File: config.mk
export PLATFORM = sky130hd
export DESIGN_NAME = two_button_hold_classifier_core
export DESIGN_NICKNAME = d
export VERILOG_FILES = /design/src/sv/tbhc_pkg.sv /design/src/sv/tbhc_cfg.sv /design/src/sv/tbhc_step.sv /design/src/sv/two_button_hold_classifier_core.sv
export SDC_FILE = /design/constraint.sdc
export NUM_CORES = 1
export LEC_CHECK = 0
export BUFFER_PORTS_ARGS = -buffer_cell sky130_fd_sc_hd__buf_4
export CAP_MARGIN = 40
export CORE_MARGIN = 4
export CORE_UTILIZATION = 57
export DETAILED_ROUTE_END_ITERATION = 7
export PLACE_DENSITY = 0.85
export SYNTH_ARGS = -nofsm -noshare
export SYNTH_HDL_FRONTEND = slang
export SYNTH_SLANG_ARGS = --single-unit
File: constraint.sdc
create_clock -name i_clk -period 6.4 [get_ports i_clk]
set_input_delay 0.32 -clock i_clk [delete_from_list [all_inputs] [get_ports i_clk]]
set_output_delay 0.32 -clock i_clk [all_outputs]
set_load 0.05 [all_outputs]
File: src/sv/tbhc_pkg.sv
// Shared types and constants of the two-button hold classifier
`default_nettype none
package tbhc_pkg;

    localparam int unsigned TimeW = 32;
    localparam int unsigned CfgW  = 24;
    localparam int unsigned CfgIdxW = 3;

    // configuration register indexes
    localparam logic [CfgIdxW-1:0] CFG_GRACE        = 3'd0;
    localparam logic [CfgIdxW-1:0] CFG_UPDATE_WARN  = 3'd1;
    localparam logic [CfgIdxW-1:0] CFG_UPDATE_HOLD  = 3'd2;
    localparam logic [CfgIdxW-1:0] CFG_RESET_WARN   = 3'd3;
    localparam logic [CfgIdxW-1:0] CFG_RESET_HOLD   = 3'd4;
    localparam logic [CfgIdxW-1:0] CFG_BLINK_PERIOD = 3'd5;
    localparam logic [CfgIdxW-1:0] CFG_SESS_TIMEOUT = 3'd6;

    // warning stage codes
    localparam logic [1:0] WARN_NONE   = 2'd0;
    localparam logic [1:0] WARN_UPDATE = 2'd1;
    localparam logic [1:0] WARN_RESET  = 2'd2;

    typedef struct packed {
        logic [15:0] grace_ms;
        logic [15:0] update_warn_ms;
        logic [15:0] update_hold_ms;
        logic [15:0] reset_warn_ms;
        logic [15:0] factory_hold_ms;
        logic [15:0] blink_period_ms;
        logic [23:0] session_timeout_ms;
    } t_cfg;

    typedef struct packed {
        logic             button_a_pressed;
        logic             button_b_pressed;
        logic [TimeW-1:0] time_ms;
        logic             session_started;
    } t_item;

    typedef struct packed {
        logic [1:0] warn_stage;
        logic       led_write;
        logic       led_level;
        logic       led_refresh;
        logic       update_reboot_request;
        logic       factory_reset_request;
        logic       session_stop_request;
        logic       hold_active;
        logic       session_active;
    } t_result;

    typedef struct packed {
        logic             holding;
        logic [TimeW-1:0] hold_start_time;
        logic             blink_level;
        logic [TimeW-1:0] last_toggle_time;
        logic             session_on;
        logic [TimeW-1:0] session_start_time;
    } t_state;

endpackage
`default_nettype wire

File: src/sv/tbhc_cfg.sv
// Configuration register file of the two-button hold classifier
`default_nettype none
module tbhc_cfg (
    input  wire logic                            i_clk,
    input  wire logic                            i_rst_n,
    input  wire logic                            i_cfg_we,
    input  wire logic [tbhc_pkg::CfgIdxW-1:0]    i_cfg_index,
    input  wire logic [tbhc_pkg::CfgW-1:0]       i_cfg_data,
    output tbhc_pkg::t_cfg                       o_cfg
);
    import tbhc_pkg::*;

    t_cfg r_cfg;

    always_ff @(posedge i_clk) begin
        if (!i_rst_n) begin
            r_cfg.grace_ms           <= 16'd5000;
            r_cfg.update_warn_ms     <= 16'd3000;
            r_cfg.update_hold_ms     <= 16'd5000;
            r_cfg.reset_warn_ms      <= 16'd7000;
            r_cfg.factory_hold_ms    <= 16'd10000;
            r_cfg.blink_period_ms    <= 16'd100;
            r_cfg.session_timeout_ms <= 24'd300000;
        end else if (i_cfg_we) begin
            unique case (i_cfg_index)
                CFG_GRACE:        r_cfg.grace_ms           <= i_cfg_data[15:0];
                CFG_UPDATE_WARN:  r_cfg.update_warn_ms     <= i_cfg_data[15:0];
                CFG_UPDATE_HOLD:  r_cfg.update_hold_ms     <= i_cfg_data[15:0];
                CFG_RESET_WARN:   r_cfg.reset_warn_ms      <= i_cfg_data[15:0];
                CFG_RESET_HOLD:   r_cfg.factory_hold_ms    <= i_cfg_data[15:0];
                CFG_BLINK_PERIOD: r_cfg.blink_period_ms    <= i_cfg_data[15:0];
                CFG_SESS_TIMEOUT: r_cfg.session_timeout_ms <= i_cfg_data;
                default: ;
            endcase
        end
    end

    assign o_cfg = r_cfg;

endmodule
`default_nettype wire

File: src/sv/tbhc_step.sv
// Per-sample next-state and result logic of the two-button hold classifier
`default_nettype none
module tbhc_step (
    input  wire tbhc_pkg::t_cfg    i_cfg,
    input  wire tbhc_pkg::t_state  i_state,
    input  wire tbhc_pkg::t_item   i_item,
    output tbhc_pkg::t_state       o_state,
    output tbhc_pkg::t_result      o_result
);
    import tbhc_pkg::*;

    logic             both;
    logic [TimeW-1:0] now;
    logic             sess_on;
    logic [TimeW-1:0] sess_start;
    logic [TimeW-1:0] sess_elapsed;
    logic             timed_out;
    logic             in_grace;
    logic [TimeW-1:0] held_raw;
    logic [TimeW-1:0] held;
    logic [TimeW-1:0] since_toggle;
    logic             blink_due;

    always_comb begin
        both = i_item.button_a_pressed & i_item.button_b_pressed;
        now  = i_item.time_ms;

        // session start restarts the timer, then check the timeout
        sess_on      = i_item.session_started | i_state.session_on;
        sess_start   = i_item.session_started ? now : i_state.session_start_time;
        sess_elapsed = now - sess_start;
        timed_out    = sess_on && (sess_elapsed >= {8'd0, i_cfg.session_timeout_ms});

        in_grace     = both && !(sess_on && !timed_out) && (now < {16'd0, i_cfg.grace_ms});
        held_raw     = now - i_state.hold_start_time;
        // a fresh hold starts at zero
        held         = i_state.holding ? held_raw : '0;
        since_toggle = now - i_state.last_toggle_time;
        blink_due    = since_toggle >= {16'd0, i_cfg.blink_period_ms};

        o_state                    = i_state;
        o_state.session_on         = sess_on & ~timed_out;
        o_state.session_start_time = sess_start;

        o_result                      = '0;
        o_result.warn_stage           = WARN_NONE;
        o_result.session_stop_request = timed_out;

        if (in_grace) begin
            // ignore the sample: hold state untouched
        end else if (!both) begin
            if (i_state.holding) begin
                o_state.holding      = 1'b0;
                o_result.led_refresh = 1'b1;
                o_result.update_reboot_request =
                    (held_raw >= {16'd0, i_cfg.update_hold_ms}) &&
                    (held_raw <  {16'd0, i_cfg.factory_hold_ms});
            end
        end else begin
            o_state.holding = 1'b1;
            if (!i_state.holding) begin
                o_state.hold_start_time = now;
            end
            if (held >= {16'd0, i_cfg.factory_hold_ms}) begin
                o_state.holding                = 1'b0;
                o_result.factory_reset_request = 1'b1;
            end else if (held >= {16'd0, i_cfg.reset_warn_ms} ||
                         held >= {16'd0, i_cfg.update_warn_ms}) begin
                o_result.warn_stage = (held >= {16'd0, i_cfg.reset_warn_ms}) ?
                                      WARN_RESET : WARN_UPDATE;
                if (blink_due) begin
                    o_state.last_toggle_time = now;
                    o_state.blink_level      = ~i_state.blink_level;
                    o_result.led_write       = 1'b1;
                end
            end
        end

        o_result.led_level      = o_state.blink_level;
        o_result.hold_active    = o_state.holding;
        o_result.session_active = o_state.session_on;
    end

endmodule
`default_nettype wire

File: src/sv/two_button_hold_classifier_core.sv
// Top level of the two-button hold classifier: input register, step logic, result register
// Path: an item is held in the input register, then its result in the result register;
// a stalled result keeps the next item waiting in the input register.
// Throughput: one item per clock unless the output stalls; the step logic between the two
// registers is a few 32-bit subtracts and compares; the state registers update per item.
// Reset (synchronous, active low): pipeline empty, hold/blink/session state cleared,
// configuration registers back to their defaults.
`default_nettype none
module two_button_hold_classifier_core (
    input  wire logic                         i_clk,
    input  wire logic                         i_rst_n,
    // configuration write port
    input  wire logic                         i_cfg_we,
    input  wire logic [tbhc_pkg::CfgIdxW-1:0] i_cfg_index,
    input  wire logic [tbhc_pkg::CfgW-1:0]    i_cfg_data,
    // sample channel
    input  wire logic                         i_in_valid,
    output      logic                         o_in_ready,
    input  wire logic                         i_button_a_pressed,
    input  wire logic                         i_button_b_pressed,
    input  wire logic [tbhc_pkg::TimeW-1:0]   i_time_ms,
    input  wire logic                         i_session_started,
    // result channel
    output      logic                         o_out_valid,
    input  wire logic                         i_out_ready,
    output      logic [1:0]                   o_warn_stage,
    output      logic                         o_led_write,
    output      logic                         o_led_level,
    output      logic                         o_led_refresh,
    output      logic                         o_update_reboot_request,
    output      logic                         o_factory_reset_request,
    output      logic                         o_session_stop_request,
    output      logic                         o_hold_active,
    output      logic                         o_session_active
);
    import tbhc_pkg::*;

    t_cfg    cfg;
    t_state  r_state;
    t_state  n_state;
    t_result n_result;
    t_result r_result;
    t_item   r_item;
    logic    r_item_vld;
    logic    r_out_vld;
    logic    advance;

    tbhc_cfg u_cfg (
        .i_clk       (i_clk),
        .i_rst_n     (i_rst_n),
        .i_cfg_we    (i_cfg_we),
        .i_cfg_index (i_cfg_index),
        .i_cfg_data  (i_cfg_data),
        .o_cfg       (cfg)
    );

    tbhc_step u_step (
        .i_cfg    (cfg),
        .i_state  (r_state),
        .i_item   (r_item),
        .o_state  (n_state),
        .o_result (n_result)
    );

    // advance the held item whenever the result register is free or being emptied
    assign advance    = r_item_vld && (!r_out_vld || i_out_ready);
    assign o_in_ready = !r_item_vld || advance;

    // control and state
    always_ff @(posedge i_clk) begin
        if (!i_rst_n) begin
            r_item_vld <= 1'b0;
            r_out_vld  <= 1'b0;
            r_state    <= '0;
        end else begin
            if (i_in_valid && o_in_ready) begin
                r_item_vld <= 1'b1;
            end else if (advance) begin
                r_item_vld <= 1'b0;
            end
            if (advance) begin
                r_out_vld <= 1'b1;
                r_state   <= n_state;
            end else if (i_out_ready) begin
                r_out_vld <= 1'b0;
            end
        end
    end

    // payload registers
    always_ff @(posedge i_clk) begin
        if (i_in_valid && o_in_ready) begin
            r_item.button_a_pressed <= i_button_a_pressed;
            r_item.button_b_pressed <= i_button_b_pressed;
            r_item.time_ms          <= i_time_ms;
            r_item.session_started  <= i_session_started;
        end
        if (advance) begin
            r_result <= n_result;
        end
    end

    assign o_out_valid             = r_out_vld;
    assign o_warn_stage            = r_result.warn_stage;
    assign o_led_write             = r_result.led_write;
    assign o_led_level             = r_result.led_level;
    assign o_led_refresh           = r_result.led_refresh;
    assign o_update_reboot_request = r_result.update_reboot_request;
    assign o_factory_reset_request = r_result.factory_reset_request;
    assign o_session_stop_request  = r_result.session_stop_request;
    assign o_hold_active           = r_result.hold_active;
    assign o_session_active        = r_result.session_active;

endmodule
`default_nettype wire

==> flow_summary.ini, run 1 <==
[yosys]
yosys.cell_types.count = 92
synth_edf_count = 45
synthCells = 2331
synth_top_cell_by_area = dfxtp_1
yosysWarningCount = 0
synthArstFlopShare_pct = 0
post-synth-top-area-fraction_pct = 22.9
synth-seq-cells = 266
syn_avg_cell_area_um2 = 8.28
syn-num-nets = 2629
ys_seq_area_share_pct = 29.9
synth_area_leaders = dfxtp_1 (23%), ha_1 (15%), nand2_1 (7.9%)
syn_area_mm2 = 0.0193
synth_flop_cell = dfxtp_1

[grt]
grt_pass1_vias = 17200
gr-total-overflow = 0
grt_pass1_wl_um = 86900
grt_usage_pct = 28.8
grt_max_degree = 109
antenna_found_initial = 1

[hold_path]
hold_path_class = in -> reg
holdPathStages = 3

[timing]
period_needed_ps = 6130
fin_worst_skew_ps = 24.6
holdWs_ps = 19.6
finalCritPeriodShare_pct = 95.8
slew_headroom_pct = 45.8
final-hold-violation-count = 0
setup_viol = 0
finalSetupTns_ps = 0
fmax_mhz = 163
rsz0062_at_grt = no
tightest_slew_ps = 813
fin_ws_ps = 271
slew_violations = 0

[drt]
drt-initial-drc-count = 1201
drc_errors = 0
viasPerCell = 6.03
routed_wl_um = 54100
ant_nets = 0
dr.pass1.iters = 6
vias = 17500
wl_per_cell_um = 18.7

[placement]
portBuffers = 78
gp_congestion = 1.04
post_dp_cell_area_mm2 = 0.0203
hpwl_um = 40200
pre_cts_slack_ps = -136
dp.cells = 2796

[cts]
root_buffer = clkbuf_16
clkTransAtPathRegs_ps = 60
clkLatencyLatePin_ps = 580
cts.sinks = 266
clockBufferDepth = 3
cts_buffers = 30
cts_tree = done
cts_max_level = 1

[cells_and_area]
syn_to_final_growth_pct = 12.9
fill_cells = 2705
stdcell_count = 2898
multi_input_comb_area_mm2 = 0.0123
drive_gt1_share_pct = 8.78
seq_area_mm2 = 0.00578
fin_nets = 2723
fin_area_mm2 = 0.0218

[floorplanning]
die_h_um = 192
die_x_um = 192
ios = 79
core_area_mm2 = 0.0334
dieArea_mm2 = 0.0369
start_util_pct = 57.7
num_rows = 67

[critical_path]
r2r_cells = 24
cp-start-kind = flop
critPathRequiredTime_ps = 6880
critPathKind = reg -> reg
worstPathMaxFanout = 17
critPathArrivalTime_ps = 6610
worst_setup_path_end_kind = flop

[pwr]
vdd_drop_max_uv = 286
p_leak_nw = 9.25
p_per_area_mw_per_mm2 = 214

[outcome]
status = complete, no violations

[flow_run]
drv_cap = 0
==> cells in the mapped netlist, drive strengths merged, types with 9 or more instances <==
cell and count:
xnor2 38, xor2 28, nor2 100, dfxtp 221, a21oi 144, o2111ai 10
o211ai 53, or3 10, nor3 29, a21o 60, clkbuf 61, buf 36
o21ai 84, nor4 11, a211oi 21, a21boi 86, edfxtp 45, nand2 408
nand4 49, nand3 24, nor2b 52, and3 9, and2 23, o21bai 11
nand2b 25, ha 228, mux2i 100, o211a 34, o21a 30, inv 197
a2111oi 9
==> layout make-up <==
| type | instances | area share [%] |
|---|---|---|
| inverters | 197 | 3.39 |
| multi-input cells | 1764 | 56.5 |
| clock buffers | 41 | 3.86 |
| flip-flops and latches | 266 | 26.5 |
| well taps | 448 | 2.57 |
| clock inverters | 15 | 0.591 |
| diodes | 1 | 0.0115 |
| repair buffers | 166 | 6.58 |
==> kinds of logic after synthesis <==
group / synth area share (%)
AO/OA/AOI/OAI: 21.7
XOR/XNOR: 2.99
adder cells (fa/ha/maj): 15.1
buffers and inverters: 6.86
flip-flops: 29.9
multiplexers: 5.30
AND/OR/NAND/NOR: 18.1
==> worst paths after layout <==
path,start,to,slack (ps)
min reg2reg,r_state[57],r_state[57],460
max reg2reg,r_item[0],r_state[61],270
max,r_item[0],r_state[61],270
min,i_cfg_data[17],u_cfg.o_cfg[17],20
==> critical path: stages, from the launching register on <==
cell	delay, ps
edfxtp_1	420
mux2_2	260
ha_1	170
inv_1	60
fa_1	390
a21o_1	190
and4_1	230
o2111ai_2	280
a21oi_2	130
a311oi_2	330
o21ai_1	110
xor2_1	160
ha_1	310
o21a_1	180
o211ai_1	150
a21oi_1	90
or4b_4	560
a2111oi_4	360
o2111ai_2	220
o31ai_4	320
nand4_4	170
a211oi_4	270
and2_4	230
buf_12	190
mux2i_1	240
==> flip-flops by register name, summed over array words and instances (netlist names), 2 cells and up <==
register      count
r_state          99
o_warn_stage      2
r_item           35
u_cfg.o_cfg     120
==> routing by layer <==
layer / share of wire, % / vias up / global-route usage, %
li1: - / 8433 / -
met3: 5.8 / 157 / 3.58
met1: 42 / 8305 / 35.9
met2: 48 / 581 / 50.7
met5: 0 / - / 0
met4: 4.2 / 0 / 11.3
==> report_power, final <==
part	total, mW	switching, mW	internal, mW
clock network	1.67	0.711	0.964
logic	1.18	0.705	0.476
registers	1.80	0.0449	1.76
total	4.66	1.46	3.20
==> placed cells by master (no fill, tap or decap), types with 6 or more instances in the layout <==
| cell | count |
|---|---|
| nor4_1 | 10 |
| nor3_1 | 26 |
| ha_1 | 228 |
| a2111oi_0 | 7 |
| buf_4 | 119 |
| o211ai_1 | 53 |
| o2111ai_1 | 8 |
| inv_1 | 196 |
| nand2b_1 | 25 |
| a21boi_0 | 85 |
| a211oi_1 | 20 |
| o211a_1 | 34 |
| nand3_1 | 24 |
| o21bai_1 | 11 |
| edfxtp_1 | 45 |
| clkbuf_1 | 6 |
| and2_1 | 21 |
| or3_1 | 9 |
| a31oi_1 | 7 |
| xnor2_1 | 38 |
| nor2b_1 | 51 |
| nand4_1 | 48 |
| dlygate4sd3_1 | 40 |
| mux2i_1 | 98 |
| clkbuf_16 | 30 |
| and3_1 | 9 |
| clkinv_2 | 9 |
| xor2_1 | 28 |
| a21o_1 | 59 |
| o21a_1 | 29 |
| o21ai_1 | 11 |
| o21ai_0 | 73 |
| or4_1 | 8 |
| nor2_1 | 98 |
| nand2_1 | 408 |
| a21oi_1 | 139 |
| dfxtp_1 | 221 |
==> metrics by stage <==
| step | power (mW) | utilization [%] |
|---|---|---|
| final | 4.66 | 65.2 |
| after global routing | 4.88 | 65.2 |
| after CTS | 4.65 | 64.9 |
| after detailed placement | 2.95 | 60.6 |
| after global placement | 2.91 | 60.4 |
| after floorplan | 2.62 | - |
==> what timing repair did <==
item,CTS,global route
hold endpoints to repair,40,0
resized for setup,4,20
pin swaps,3,5
endpoints found under the setup margin,33,66
buffers inserted,1,3
hold buffers,40,0
gates cloned,1,0
Note: power is estimated with default switching activity, not from simulation.
==> run 2: changes to the inputs <==
--- a/config.mk
+++ b/config.mk
@@ -5,12 +5,13 @@
 export SDC_FILE = /design/constraint.sdc
 export NUM_CORES = 1
 export LEC_CHECK = 0
-export BUFFER_PORTS_ARGS = -buffer_cell sky130_fd_sc_hd__buf_4
 export CAP_MARGIN = 40
 export CORE_MARGIN = 4
-export CORE_UTILIZATION = 57
+export CORE_UTILIZATION = 59
 export DETAILED_ROUTE_END_ITERATION = 7
-export PLACE_DENSITY = 0.85
+export DONT_BUFFER_PORTS = 1
+export PLACE_DENSITY = 0.86
 export SYNTH_ARGS = -nofsm -noshare
 export SYNTH_HDL_FRONTEND = slang
+export SYNTH_HIERARCHICAL = 1
 export SYNTH_SLANG_ARGS = --single-unit
==> run 2 against run 1 <==
Net effect:
- synthesized cell count rose by 2.1%
- sequential power about the same
- via count grew 1.3%
- sequential share of layout area down 1.0 points
- wire length up 4.8%
- hold slack better by 9.0 ps
- die area increased by 2.9%
- critical endpoint is now r_state[44]
==> flow_summary.ini, run 2 <==
[yosys]
synthArstFlopShare_pct = 0
synth_area_leaders = dfxtp_1 (21%), ha_1 (14%), mux2i_1 (12%)
synth_top_cell_by_area = dfxtp_1
yosysWarningCount = 6
syn_area_mm2 = 0.0206
synth_flop_cell = dfxtp_1
synth_common_cells = nand2_1 (389), mux2i_1 (252), inv_1 (236)
syn_avg_cell_area_um2 = 8.65
synthCells = 2381
post-synth-top-area-fraction_pct = 21.5
yosysMostFrequentCell = nand2_1
syn-num-nets = 2679
synth_edf_count = 45
synth-seq-cells = 266
yosys.cell_types.count = 87
ys_seq_area_share_pct = 28.0

[flow_run]
drv_cap = 0

[placement]
gp_congestion = 0.962
dp.cells = 2750
post_dp_cell_area_mm2 = 0.0207
hpwl_um = 38800
portBuffers = 0
pre_cts_slack_ps = 230

[critical_path]
critPathKind = reg -> reg
critPathArrivalTime_ps = 6490
cp-start-kind = flop
rrSetupSlack_ps = 370
crit_end = r_state[44]
worst_setup_path_end_kind = flop
startpoint = r_item[0]
r2r_cells = 29
r2r-end = r_state[44]
worstPathMaxFanout = 34
max_stage_delay_ps = 390
critPathRequiredTime_ps = 6860
slowest_stage = edfxtp_1
r2r_start = r_item[0]

[grt]
gr-total-overflow = 0
antenna_found_initial = 1
grt_usage_pct = 28.4
grt_max_degree = 306
grt_pass1_wl_um = 90000
grt_pass1_vias = 17900

[drt]
viasPerCell = 6.12
vias = 17700
drt-initial-drc-count = 1340
routed_wl_um = 56700
dr.pass1.iters = 7
ant_nets = 0
drc_errors = 0
wl_per_cell_um = 19.6

[timing]
period_needed_ps = 6030
fin_ws_ps = 370
fmax_mhz = 166
final-hold-violation-count = 0
setup_viol = 0
slew_violations = 0
tightest_slew_ps = 1190
finalSetupTns_ps = 0
finalCritPeriodShare_pct = 94.2
fin_worst_skew_ps = 31.8
slew_headroom_pct = 20.7

[cells_and_area]
mostFrequentLayoutCells = nand2_1 (389), mux2i_1 (251), inv_1 (236), ha_1 (228), dfxtp_1 (221)
fin_nets = 2711
final_core_util_pct = 65.8
drive_gt1_share_pct = 7.10
mostFrequentLayoutCell = nand2_1
stdcell_count = 2893
fill_cells = 2592
largest_register_ffs = 120
fin_area_mm2 = 0.0227
syn_to_final_growth_pct = 10.2

[cts]
clkLatencyLatePin_ps = 610
cts_tree = done
clockBufferDepth = 3
root_buffer = clkbuf_16
clkTransAtPathRegs_ps = 60
cts_buffers = 30
cts.sinks = 266
cts_max_level = 1

[pwr]
p_per_area_mw_per_mm2 = 213
vdd_drop_max_uv = 240
p_leak_nw = 10.2

[floorplanning]
start_util_pct = 59.8
die_x_um = 195
core_area_mm2 = 0.0345
die_h_um = 195
dieArea_mm2 = 0.0380
num_rows = 68
ios = 79

[hold_path]
hold_path_class = in -> reg

[outcome]
status = complete, no violations
## run 2: cell types whose count changed in the layout (fill, tap and decap cells not counted), sizes merged, moves of 33 or more
cell         change
a21boi          -79
buf             -89
dlygate4sd3     +37
inv             +40
mux2            +65
mux2i          +152
nor2            -36
o211a           -33
o211ai          -40
## run 2: metal layers
metal | global-route usage [%] | vias up | share of wire, %
li1 | - | 8340 | -
met1 | 34.5 | 8453 | 40
met4 | 12.1 | 0 | 4.6
met2 | 50.2 | 712 | 49
met5 | 0 | - | 0
met3 | 4.13 | 195 | 6.6
## run 2: critical path, delay by kind of cell (launching register included)
| family | cells | cell delay [ps] |
|---|---|---|
| buffers and inverters | 4 | 570 |
| and+or+nand+nor | 10 | 1650 |
| xor gates and xnor gates | 1 | 150 |
| adders and majority gates | 2 | 620 |
| muxes | 3 | 670 |
| DFF | 1 | 390 |
| AOI/OAI and AO/OA | 9 | 1800 |
## run 2: report_power, final
part / switching [mW] / internal (mW) / leakage (nW)
Sequential: 0.0618 / 1.75 / 2.23
Clock: 0.761 / 1.13 / 0.537
Combinational: 0.652 / 0.468 / 7.39
Total: 1.47 / 3.35 / 10.2
## run 2: cell type report
class	count	area [µm²]	area share [%]
clock inverter	14	203	0.893
tap	455	569	2.51
inverter	236	886	3.90
timing repair buffer	115	1130	4.97
clock buffer	42	888	3.92
sequential	266	5780	25.5
antenna	1	2.50	0.0110
multi-input combinational	1764	13200	58.3
## run 2: logic make-up (layout without fill, tap and decap cells)
logic type / count (synthesis) / after routing / synth area share (%)
simple gates: 706 / 706 / 16.3
compound gates: 429 / 429 / 13.8
buf+inv: 351 / 407 / 7.93
mux: 319 / 319 / 16.4
flops: 266 / 266 / 28.0
fa+ha+maj: 231 / 231 / 14.1
xor+xnor: 79 / 79 / 3.36
other cells: 0 / 1 / 0
## run 2: timing repair
| action | in CTS | in global routing |
|---|---|---|
| endpoints found under the hold margin | 248 | 0 |
| setup endpoints to repair | 0 | 66 |
| hold buffers | 78 | 0 |
| buffers inserted | 0 | 8 |
| gates resized for setup | 0 | 9 |
## run 2: per-stage QoR
step,hold slack [ps],total power [mW]
6_report,28.5,4.83
5_1_grt,0.356,5.03
4_1_cts,0.0533,4.79
3_5_place_dp,419,2.84
3_3_place_gp,419,2.81
2_1_floorplan,419,2.65
## run 2: worst min path at each step
stage	slack [ps]	from	end	cells after the start
global route	0.4	i_rst_n	u_cfg/o_cfg[67]	2
global placement	420	i_time_ms[9]	r_item[10]	0
detailed placement	420	i_button_a_pressed	r_item[34]	0
floorplan	420	i_session_started	r_item[0]	0
CTS	0.05	i_cfg_data[7]	u_cfg/o_cfg[79]	2
finish	30	i_cfg_data[7]	u_cfg/o_cfg[111]	2
